[config.mk]
export PLATFORM = sky130hd
export DESIGN_NAME = nmea_rmc_field_extractor_flat
export DESIGN_NICKNAME = d
export VERILOG_FILES = /design/src/design/nrmc_pkg.sv /design/src/design/nrmc_if.sv /design/src/design/nrmc_step.sv /design/src/design/nmea_rmc_field_extractor.sv /design/src/flat_wrapper.sv
export SDC_FILE = /design/constraint.sdc
export NUM_CORES = 1
export LEC_CHECK = 0
export BUFFER_PORTS_ARGS = -buffer_cell sky130_fd_sc_hd__buf_2
export CAP_MARGIN = 20
export CORE_ASPECT_RATIO = 0.6
export CORE_MARGIN = 2
export CORE_UTILIZATION = 30
export DETAILED_ROUTE_END_ITERATION = 12
export GPL_TIMING_DRIVEN = 1
export REMOVE_ABC_BUFFERS = 1
export SKIP_LAST_GASP = 1
export SYNTH_ARGS = -nofsm -noshare
export SYNTH_HDL_FRONTEND = slang
export SYNTH_SLANG_ARGS = --single-unit
[constraint.sdc]
create_clock -name clk -period 6.92 [get_ports clk]
set_clock_uncertainty 0.15 [all_clocks]
set_input_delay 1.384 -clock clk [delete_from_list [all_inputs] [get_ports clk]]
set_output_delay 1.384 -clock clk [all_outputs]
set_load 0.005 [all_outputs]
[src/design/nrmc_pkg.sv]
// ----------------------------------------------------------------------------
// nrmc_pkg: shared types and constants for the RMC field extractor
// Holds the parser phase codes, the state and result records and the
// character constants of the sentence syntax.
// ----------------------------------------------------------------------------
package nrmc_pkg;

  // default saturation point of the field counter
  localparam int FIELD_LIMIT_DEF = 15;

  localparam int FIELD_W = 4;
  localparam int BYTE_W  = 8;
  localparam int HPOS_W  = 3;

  // sentence syntax characters
  localparam logic [BYTE_W-1:0] CH_DOLLAR = 8'h24;
  localparam logic [BYTE_W-1:0] CH_CR     = 8'h0D;
  localparam logic [BYTE_W-1:0] CH_LF     = 8'h0A;
  localparam logic [BYTE_W-1:0] CH_COMMA  = 8'h2C;
  localparam logic [BYTE_W-1:0] CH_A      = 8'h41;
  localparam logic [BYTE_W-1:0] CH_G      = 8'h47;
  localparam logic [BYTE_W-1:0] CH_P      = 8'h50;
  localparam logic [BYTE_W-1:0] CH_R      = 8'h52;
  localparam logic [BYTE_W-1:0] CH_M      = 8'h4D;
  localparam logic [BYTE_W-1:0] CH_C      = 8'h43;

  // index of the status field
  localparam logic [FIELD_W-1:0] STATUS_FIELD = 4'd2;

  // last header position before the body starts
  localparam logic [HPOS_W-1:0] HPOS_LAST = 3'd4;

  typedef enum logic [1:0] {
    PH_WAIT = 2'd0,
    PH_HDR  = 2'd1,
    PH_BODY = 2'd2,
    PH_SKIP = 2'd3
  } phase_t;

  typedef enum logic [1:0] {
    ST_NONE  = 2'd0,
    ST_A     = 2'd1,
    ST_OTHER = 2'd2
  } status_t;

  typedef struct packed {
    phase_t              phase;
    logic [HPOS_W-1:0]   header_position;
    logic [FIELD_W-1:0]  current_field;
    status_t             status_tracker;
  } nrmc_state_t;

  typedef struct packed {
    logic                emit;
    logic [FIELD_W-1:0]  field_number;
    logic [BYTE_W-1:0]   character;
    logic                end_of_sentence;
    logic                status_valid;
  } nrmc_result_t;

endpackage

[src/design/nrmc_if.sv]
// ----------------------------------------------------------------------------
// nrmc_if: stream channels of the RMC field extractor
// Input byte channel and result channel, each with valid/ready handshake.
// ----------------------------------------------------------------------------
interface nrmc_in_if;
  logic                        valid;
  logic                        ready;
  logic [nrmc_pkg::BYTE_W-1:0] rx_byte;

  modport source (output valid, output rx_byte, input ready);
  modport sink   (input valid, input rx_byte, output ready);
endinterface

interface nrmc_out_if;
  logic                         valid;
  logic                         ready;
  logic [nrmc_pkg::FIELD_W-1:0] field_number;
  logic [nrmc_pkg::BYTE_W-1:0]  character;
  logic                         end_of_sentence;
  logic                         status_valid;

  modport source (output valid, output field_number, output character,
                  output end_of_sentence, output status_valid, input ready);
  modport sink   (input valid, input field_number, input character,
                  input end_of_sentence, input status_valid, output ready);
endinterface

[src/design/nrmc_step.sv]
// ----------------------------------------------------------------------------
// nrmc_step: per-byte parser update
// Computes the next parser state and the result item for one received byte.
// ----------------------------------------------------------------------------
module nrmc_step #(
  parameter int FIELD_LIMIT = nrmc_pkg::FIELD_LIMIT_DEF
) (
  input  nrmc_pkg::nrmc_state_t               cur,
  input  logic [nrmc_pkg::BYTE_W-1:0]         rx_byte,
  output nrmc_pkg::nrmc_state_t               nxt,
  output nrmc_pkg::nrmc_result_t              res
);

  localparam logic [nrmc_pkg::FIELD_W-1:0] LIMIT = nrmc_pkg::FIELD_W'(FIELD_LIMIT);

  // header position folded into 0..4
  function automatic logic [nrmc_pkg::HPOS_W-1:0] hpos_wrap(
    input logic [nrmc_pkg::HPOS_W-1:0] pos);
    logic [nrmc_pkg::HPOS_W-1:0] w;
    unique case (pos)
      3'd5:    w = 3'd0;
      3'd6:    w = 3'd1;
      3'd7:    w = 3'd2;
      default: w = pos;
    endcase
    return w;
  endfunction

  // expected header character at a position
  function automatic logic [nrmc_pkg::BYTE_W-1:0] header_char(
    input logic [nrmc_pkg::HPOS_W-1:0] pos);
    logic [nrmc_pkg::BYTE_W-1:0] c;
    unique case (pos)
      3'd0:    c = nrmc_pkg::CH_G;
      3'd1:    c = nrmc_pkg::CH_P;
      3'd2:    c = nrmc_pkg::CH_R;
      3'd3:    c = nrmc_pkg::CH_M;
      default: c = nrmc_pkg::CH_C;
    endcase
    return c;
  endfunction

  logic [nrmc_pkg::HPOS_W-1:0] pos;
  logic                        mismatch;
  logic                        is_eol;
  logic                        is_comma;

  assign pos      = hpos_wrap(cur.header_position);
  assign mismatch = (cur.phase == nrmc_pkg::PH_HDR) && (rx_byte != header_char(pos));
  assign is_eol   = (rx_byte == nrmc_pkg::CH_CR) || (rx_byte == nrmc_pkg::CH_LF);
  assign is_comma = (rx_byte == nrmc_pkg::CH_COMMA);

  // next state
  always_comb begin
    nxt = cur;
    unique case (cur.phase)
      nrmc_pkg::PH_WAIT: begin
        if (rx_byte == nrmc_pkg::CH_DOLLAR) begin
          nxt.phase           = nrmc_pkg::PH_HDR;
          nxt.header_position = '0;
        end
      end
      nrmc_pkg::PH_HDR, nrmc_pkg::PH_SKIP: begin
        if (pos == nrmc_pkg::HPOS_LAST) begin
          nxt.phase = (cur.phase == nrmc_pkg::PH_HDR && !mismatch) ?
                      nrmc_pkg::PH_BODY : nrmc_pkg::PH_WAIT;
          nxt.header_position = '0;
          nxt.current_field   = '0;
          nxt.status_tracker  = nrmc_pkg::ST_NONE;
        end else begin
          nxt.phase           = mismatch ? nrmc_pkg::PH_SKIP : cur.phase;
          nxt.header_position = pos + 3'd1;
        end
      end
      default: begin
        priority if (is_eol) begin
          nxt.phase           = nrmc_pkg::PH_WAIT;
          nxt.header_position = '0;
          nxt.current_field   = '0;
          nxt.status_tracker  = nrmc_pkg::ST_NONE;
        end else if (is_comma) begin
          if (cur.current_field < LIMIT) begin
            nxt.current_field = cur.current_field + 4'd1;
          end
        end else if (cur.current_field == nrmc_pkg::STATUS_FIELD) begin
          nxt.status_tracker =
            (cur.status_tracker == nrmc_pkg::ST_NONE && rx_byte == nrmc_pkg::CH_A) ?
            nrmc_pkg::ST_A : nrmc_pkg::ST_OTHER;
        end else begin
          nxt.status_tracker = cur.status_tracker;
        end
      end
    endcase
  end

  // result item
  always_comb begin
    res                 = '0;
    res.field_number    = cur.current_field;
    if (cur.phase == nrmc_pkg::PH_BODY) begin
      priority if (is_eol) begin
        res.emit            = 1'b1;
        res.end_of_sentence = 1'b1;
        res.status_valid    = (cur.status_tracker == nrmc_pkg::ST_A);
      end else if (!is_comma) begin
        res.emit      = 1'b1;
        res.character = rx_byte;
      end else begin
        res.emit = 1'b0;
      end
    end
  end

endmodule

[src/design/nmea_rmc_field_extractor.sv]
// ----------------------------------------------------------------------------
// nmea_rmc_field_extractor: RMC sentence field extractor
// Output: a result is registered and appears in the cycle after the transfer of the byte causing it.
// Throughput: one byte per cycle unless the output stalls; the parser state updates on every transfer.
// The single output register refills while its item is taken, so input ready
// drops only while a result waits and the sink holds ready low.
// Reset: synchronous active-low rst_n clears the parser to waiting for '$'.
// ----------------------------------------------------------------------------
module nmea_rmc_field_extractor #(
  parameter int FIELD_LIMIT = nrmc_pkg::FIELD_LIMIT_DEF
) (
  input  logic       clk,
  input  logic       rst_n,
  nrmc_in_if.sink    in_chan,
  nrmc_out_if.source out_chan
);

  // parser state, updated on every input transfer
  nrmc_pkg::nrmc_state_t  state_r;
  nrmc_pkg::nrmc_state_t  state_nxt;
  nrmc_pkg::nrmc_result_t step_res;

  // output register
  logic                         out_valid_r;
  logic                         out_valid_nxt;
  logic [nrmc_pkg::FIELD_W-1:0] field_number_r;
  logic [nrmc_pkg::BYTE_W-1:0]  character_r;
  logic                         end_of_sentence_r;
  logic                         status_valid_r;

  logic in_xfer;
  logic out_xfer;

  // free to load when empty or when the held item leaves this cycle
  assign in_chan.ready = !out_valid_r || out_chan.ready;
  assign in_xfer       = in_chan.valid && in_chan.ready;
  assign out_xfer      = out_valid_r && out_chan.ready;

  nrmc_step #(
    .FIELD_LIMIT (FIELD_LIMIT)
  ) u_step (
    .cur     (state_r),
    .rx_byte (in_chan.rx_byte),
    .nxt     (state_nxt),
    .res     (step_res)
  );

  // valid bit: set by a transfer that emits, cleared when taken
  always_comb begin
    out_valid_nxt = out_valid_r;
    if (in_xfer) begin
      out_valid_nxt = step_res.emit;
    end else if (out_xfer) begin
      out_valid_nxt = 1'b0;
    end
  end

  always_ff @(posedge clk) begin
    if (!rst_n) begin
      state_r.phase           <= nrmc_pkg::PH_WAIT;
      state_r.header_position <= '0;
      state_r.current_field   <= '0;
      state_r.status_tracker  <= nrmc_pkg::ST_NONE;
      out_valid_r             <= 1'b0;
    end else begin
      out_valid_r <= out_valid_nxt;
      if (in_xfer) begin
        state_r <= state_nxt;
      end
    end
  end

  // payload, loaded only by an emitting transfer
  always_ff @(posedge clk) begin
    if (in_xfer && step_res.emit) begin
      field_number_r    <= step_res.field_number;
      character_r       <= step_res.character;
      end_of_sentence_r <= step_res.end_of_sentence;
      status_valid_r    <= step_res.status_valid;
    end
  end

  assign out_chan.valid           = out_valid_r;
  assign out_chan.field_number    = field_number_r;
  assign out_chan.character       = character_r;
  assign out_chan.end_of_sentence = end_of_sentence_r;
  assign out_chan.status_valid    = status_valid_r;

endmodule

[src/flat_wrapper.sv]
// flat-port wrapper written by rule: the top's interface ports become plain ports
module nmea_rmc_field_extractor_flat 
#(
  parameter int FIELD_LIMIT = nrmc_pkg::FIELD_LIMIT_DEF
)
  (clk, rst_n, in_chan_valid, in_chan_rx_byte, in_chan_ready, out_chan_valid, out_chan_field_number, out_chan_character, out_chan_end_of_sentence, out_chan_status_valid, out_chan_ready);
  nrmc_in_if in_chan_i ();
  nrmc_out_if out_chan_i ();
  input  logic clk;
  input  logic rst_n;
  input wire logic [$bits(in_chan_i.valid)-1:0] in_chan_valid;
  input wire logic [$bits(in_chan_i.rx_byte)-1:0] in_chan_rx_byte;
  output wire logic [$bits(in_chan_i.ready)-1:0] in_chan_ready;
  output wire logic [$bits(out_chan_i.valid)-1:0] out_chan_valid;
  output wire logic [$bits(out_chan_i.field_number)-1:0] out_chan_field_number;
  output wire logic [$bits(out_chan_i.character)-1:0] out_chan_character;
  output wire logic [$bits(out_chan_i.end_of_sentence)-1:0] out_chan_end_of_sentence;
  output wire logic [$bits(out_chan_i.status_valid)-1:0] out_chan_status_valid;
  input wire logic [$bits(out_chan_i.ready)-1:0] out_chan_ready;
  assign in_chan_i.valid = in_chan_valid;
  assign in_chan_i.rx_byte = in_chan_rx_byte;
  assign in_chan_ready = in_chan_i.ready;
  assign out_chan_valid = out_chan_i.valid;
  assign out_chan_field_number = out_chan_i.field_number;
  assign out_chan_character = out_chan_i.character;
  assign out_chan_end_of_sentence = out_chan_i.end_of_sentence;
  assign out_chan_status_valid = out_chan_i.status_valid;
  assign out_chan_i.ready = out_chan_ready;
  nmea_rmc_field_extractor #(.FIELD_LIMIT(FIELD_LIMIT)) u_core (.clk(clk), .rst_n(rst_n), .in_chan(in_chan_i), .out_chan(out_chan_i));
endmodule
# Word level (Yosys, flattened, before mapping)
# Index checks and enable logic that the tools add are counted.
totals:
  regBits: 26
  latch_bits: 0
  mem_bits_rw: 0
  romBits: 0
  inputBits: 12
  out_inout_bits: 16
  wordCells: 83
  memories: 0
op_classes:
  addsub: 2
  mul: 0
  n_div: 0
  order_cmp: 1
  n_eq_ne: 22
  shifts: 0
  muxes: 22
  bitwise: 2
  n_reduce_logical: 25
op_table:
  columns: ["op", "n"]
  rows:
  - ["$pmux 5 s4", 1]
  - ["$eq 8x4->1 const B", 2]
  - ["$eq 8x6->1 const B", 2]
  - ["$mux 5", 3]
  - ["$eq 3x3->1 const B", 4]
  - ["$mux 2", 6]
  - ["$mux 6", 2]
  - ["$pmux 6 s2", 1]
  - ["$reduce_bool 3->1", 4]
  - ["$pmux 5 s2", 1]
  - ["$reduce_and 5->1", 2]
  - ["$pmux 3 s3", 1]
  - ["$eq 8x7->1 const B", 1]
  - ["$mux 4", 2]
  - ["$ne 8x8->1", 1]
  - ["$eq 3x2->1 const B", 2]
  - ["$logic_and 1x1->1", 6]
  - ["$mux 1", 5]
  - ["$add 4x1->4 const B", 1]
  - ["$eq 2x1->1 const B", 2]
  - ["$eq 2x2->1 const B", 2]
  - ["$eq 4x2->1 const B", 1]
  - ["$logic_not 2->1", 2]
  - ["$lt 4x4->1 const B", 1]
  - ["15 further kinds", 19]

# Logic depth before layout (Yosys ltp)
depth:
  ltp_word: 11
  ltp_mapped: 10
  ltp_nobuf: 10

# By module
# Synthesis repeated with hierarchy kept, for this count alone.
hier_totals:
  cells_unflattened: 177
  hier_area_um2: 1659.1
modules_own_cells:
  columns: ["module", "n_inst", "cells_per_inst", "area_each_um2", "seq_area_each_um2"]
  rows:
  - ["nmea_rmc_field_extractor", 1, 67, 917.1, 660.6]
  - ["nrmc_step", 1, 110, 742.0, 0.0]

# Least setup slack after synthesis
# No wires, ideal clock.
synth_path:
  path_kind: "input-to-output"
  from: "input out_chan_ready"
  to: "output in_chan_ready"
  arrival_time_ns: 1.558
  required_ns: 5.386
  path_slack_ns: 3.828
  path_stages: 1
  path_buffers: 0
  path_cell_list: "nand2b_1"
synth_between:
  elab_chain_len: 1
synth_rtl:
  columns: ["item", "line", "source"]
  rows:
  - ["start, declared", "flat_wrapper.sv:19", "input wire logic [$bits(out_chan_i.ready)-1:0] out_chan_ready;"]
  - ["$logic_or 1x1->1", "nmea_rmc_field_extractor.sv:35", "assign in_chan.ready = !out_valid_r || out_chan.ready;"]
  - ["end, declared", "flat_wrapper.sv:13", "output wire logic [$bits(in_chan_i.ready)-1:0] in_chan_ready;"]
# No other way between the ends.

# Worst setup path in the final report
# Ends and elaborated chain as after synthesis.

==> impl_metrics.yaml <==
clock_tree:
  clk_latency_ps: 270
  clock-sinks: 26
  cts_max_level: 1
  cts_root_buffer: "clkbuf_8"
  max-clock-path-buffers: 2
  cts_hold_buf: 0
  cts_resized: 0
  postCtsSetupBuffers: 0
  numCtsBuffers: 3
  cts_tree: "done"
  clk_pin_slew_ps: 80
timing:
  setup_viol: 0
  layout_min_cycle_time_ps: 3370
  slew_headroom: 0.587
  rsz0062_at_grt: "false"
  setup-tns-final_ps: 0
  drv_slew: 0
  fmaxAchievable_mhz: 296
  tightest_slew_ps: 620
  period_share: 0.487
  finalHoldViolations: 0
detailed_routing:
  viasPerCell: 4.65
  wirelength_um: 2960
  drtAntennaViolNets: 0
  drc: 0
  via_count: 1089
  detail_route.wl_per_cell_um: 12.6
  dr.first_iter.drc_count: 60
  firstDrtPassIters: 4
worst_setup_path:
  cp_max_fo: 5
  cpMostUsedCell: "buf_2"
  worst-path-stages: 3
  critPathLaunchType: "input port"
  cp_data_required_time_ps: 5390
  slowest_delay_ps: 200
  path_buf_inv: 2
  r2r_slack_ps: 4230
  crit_type: "input port to primary output"
  worstPathArrival_ps: 1840
  r2r_start: "u_core.state_r[8]$_SDFFE_PN0P_"
  worstRegToRegCells: 10
  end_kind: "primary output"
  r2r_end: "u_core.state_r[10]$_SDFFE_PN0P_"
  slowest_stage: "nand2b_1"
  path_cells: "buf_2 -> nand2b_1 -> buf_2"
  cpLargestDelayFamily: "buffers and inverters"
synthesis:
  ys.flop_type: "edfxtp_1"
  syn_area_per_cell_um2: 9.98
  ys_types: 48
  synth_top_family_by_area: "simple AND/OR/NAND/NOR gates"
  synth-edff-count: 14
  postSynthCellCount: 142
  ys_async_sr_fraction: 0
  synthXorXnorAreaFrac: 0.0309
  synth-seq-cells: 26
  synth_compound_area_frac: 0.134
  synthMuxAreaShare: 0.00706
  synth_seq_area_share: 0.466
  syn-cell-area_um2: 1420
  synth_fa_ha_area_frac: 0.0441
  ys_warn_count: 0
  synthSimpleGateAreaFrac: 0.288
layout:
  final_cell_mix: "buf_2 (27), nand2_1 (14), edfxtp_1 (14), nor2_1 (12), dfxtp_1 (12)"
  fin_nets: 189
  syn_to_final_growth_pct: 17.7
  final_common_cell: "buf_2"
  utilization: 0.365
  antenna_cells: 0
  drive_gt1_frac: 0.240
pwr:
  leakagePower_nw: 0.659
  vdd_ir_drop_max_mv: 0.0791
  switching_share: 0.252
  switching_power_w: 0.0000800
  seq_power_share: 0.563
  power_frac_comb: 0.168
  clkPwrFrac: 0.269
  cellPowerDensity_nw_per_um2: 190
  p_int_w: 0.000237
place:
  hpwlAfterDp_um: 2290
  port_buffers: 27
  place_congestion: 0.742
global_route:
  grt_overflow: 0
  grtUsageTotal: 0.120
  grt_max_degree: 15
  antenna_found_initial: 0
  grt_pass1_wl_um: 4920
  grt_pass1_vias: 959
die:
  die_w_um: 92.7
  dieArea_um2: 5310
  pin_count: 28
  start_util: 0.311
  fp-row-count: 19
  core-area_um2: 4560
  die_h_um: 57.2
min_path:
  hp-start: "u_core.state_r[1]$_SDFFE_PN0P_"
  hold_depth: 2
  hp-class: "register to register"
  hold_end: "u_core.state_r[1]$_SDFFE_PN0P_"
run_status:
  status: "completed"
job:
  max-cap-violations: 0
[layer usage]
metal,vias to the layer above,track usage,part of all wire
met3,5,0.0423,0.082
met5,-,0,0
met2,37,0.135,0.32
met4,0,0.0252,0.0098
li1,570,-,-
met1,477,0.205,0.59
[worst max path at each step]
stage | start | endpoint | slack (ps)
2_1_floorplan | out_chan_ready | in_chan_ready | 3830
3_3_place_gp | out_chan_ready | in_chan_ready | 3580
3_5_place_dp | out_chan_ready | in_chan_ready | 3560
4_1_cts | out_chan_ready | in_chan_ready | 3560
5_1_grt | out_chan_ready | in_chan_ready | 3540
6_report | out_chan_ready | in_chan_ready | 3550
[Yosys cell counts, types with 2 or more instances]
cell / n / share of area
nand3_1: 3 / 0.011
and4bb_2: 2 / 0.018
dfxtp_1: 12 / 0.17
nand3b_1: 2 / 0.011
nor3_1: 2 / 0.0071
xor2_1: 4 / 0.025
nand2b_1: 2 / 0.0088
a21oi_1: 4 / 0.014
inv_1: 9 / 0.024
o21bai_1: 2 / 0.011
and2_1: 8 / 0.035
o21ai_0: 3 / 0.011
a21boi_1: 2 / 0.011
ha_1: 5 / 0.044
edfxtp_1: 14 / 0.30
nor2_1: 12 / 0.032
and3_1: 5 / 0.022
or3_1: 3 / 0.013
o21a_1: 2 / 0.011
and3b_1: 2 / 0.012
a21boi_0: 2 / 0.011
nand4_1: 2 / 0.0088
nand2_1: 14 / 0.037
nor2b_1: 2 / 0.0088
[sequential cells by signal (all words and copies together) (netlist names)]
register,count
u_core.out_chan.character,8
u_core.out_chan.end_of_sentence,1
u_core.out_chan.field_number,4
u_core.out_chan.status_valid,1
u_core.out_chan.valid,1
u_core.state_r,11
[worst min-delay path: cells and delay by family (launching register included)]
kind | cells | cell delay (ps)
mux | 1 | 50
simple gates | 1 | 50
flops | 1 | 330
[per-stage QoR]
stage               setup slack, ps  power (W)  hold slack [ps]  area (um^2)  std cells
finish                         3550   0.000317              334         1670        234
global route                   3540   0.000333              391         1670        234
detailed placement             3560   0.000235              326         1620        230
floorplan                      3830   0.000214              289         1410        140
global placement               3580   0.000235              318         1620        230
CTS                            3560   0.000320              336         1670        234
[area by class of cell]
type	count	area (um^2)
clock buffer	4	45.0
fill	479	2900
inverter	9	33.8
multi-input combinational	105	714
sequential	26	661
tap	63	78.8
timing repair buffer	27	135
[logic make-up after synthesis]
logic type / after synthesis
simple gates: 69
buf+inv: 11
xor+xnor: 5
compound gates: 25
mux: 1
fa+ha+maj: 5
flops: 26
[power groups by stage]
stage           Clock, W  Combinational, W  Sequential (W)
6_report       0.0000854         0.0000532        0.000178
5_1_grt        0.0000938         0.0000602        0.000179
4_1_cts        0.0000886         0.0000533        0.000178
3_5_place_dp           0         0.0000529        0.000182
3_3_place_gp           0         0.0000532        0.000182
2_1_floorplan          0         0.0000319        0.000182
No activity file was read; power rests on OpenSTA's default activity.
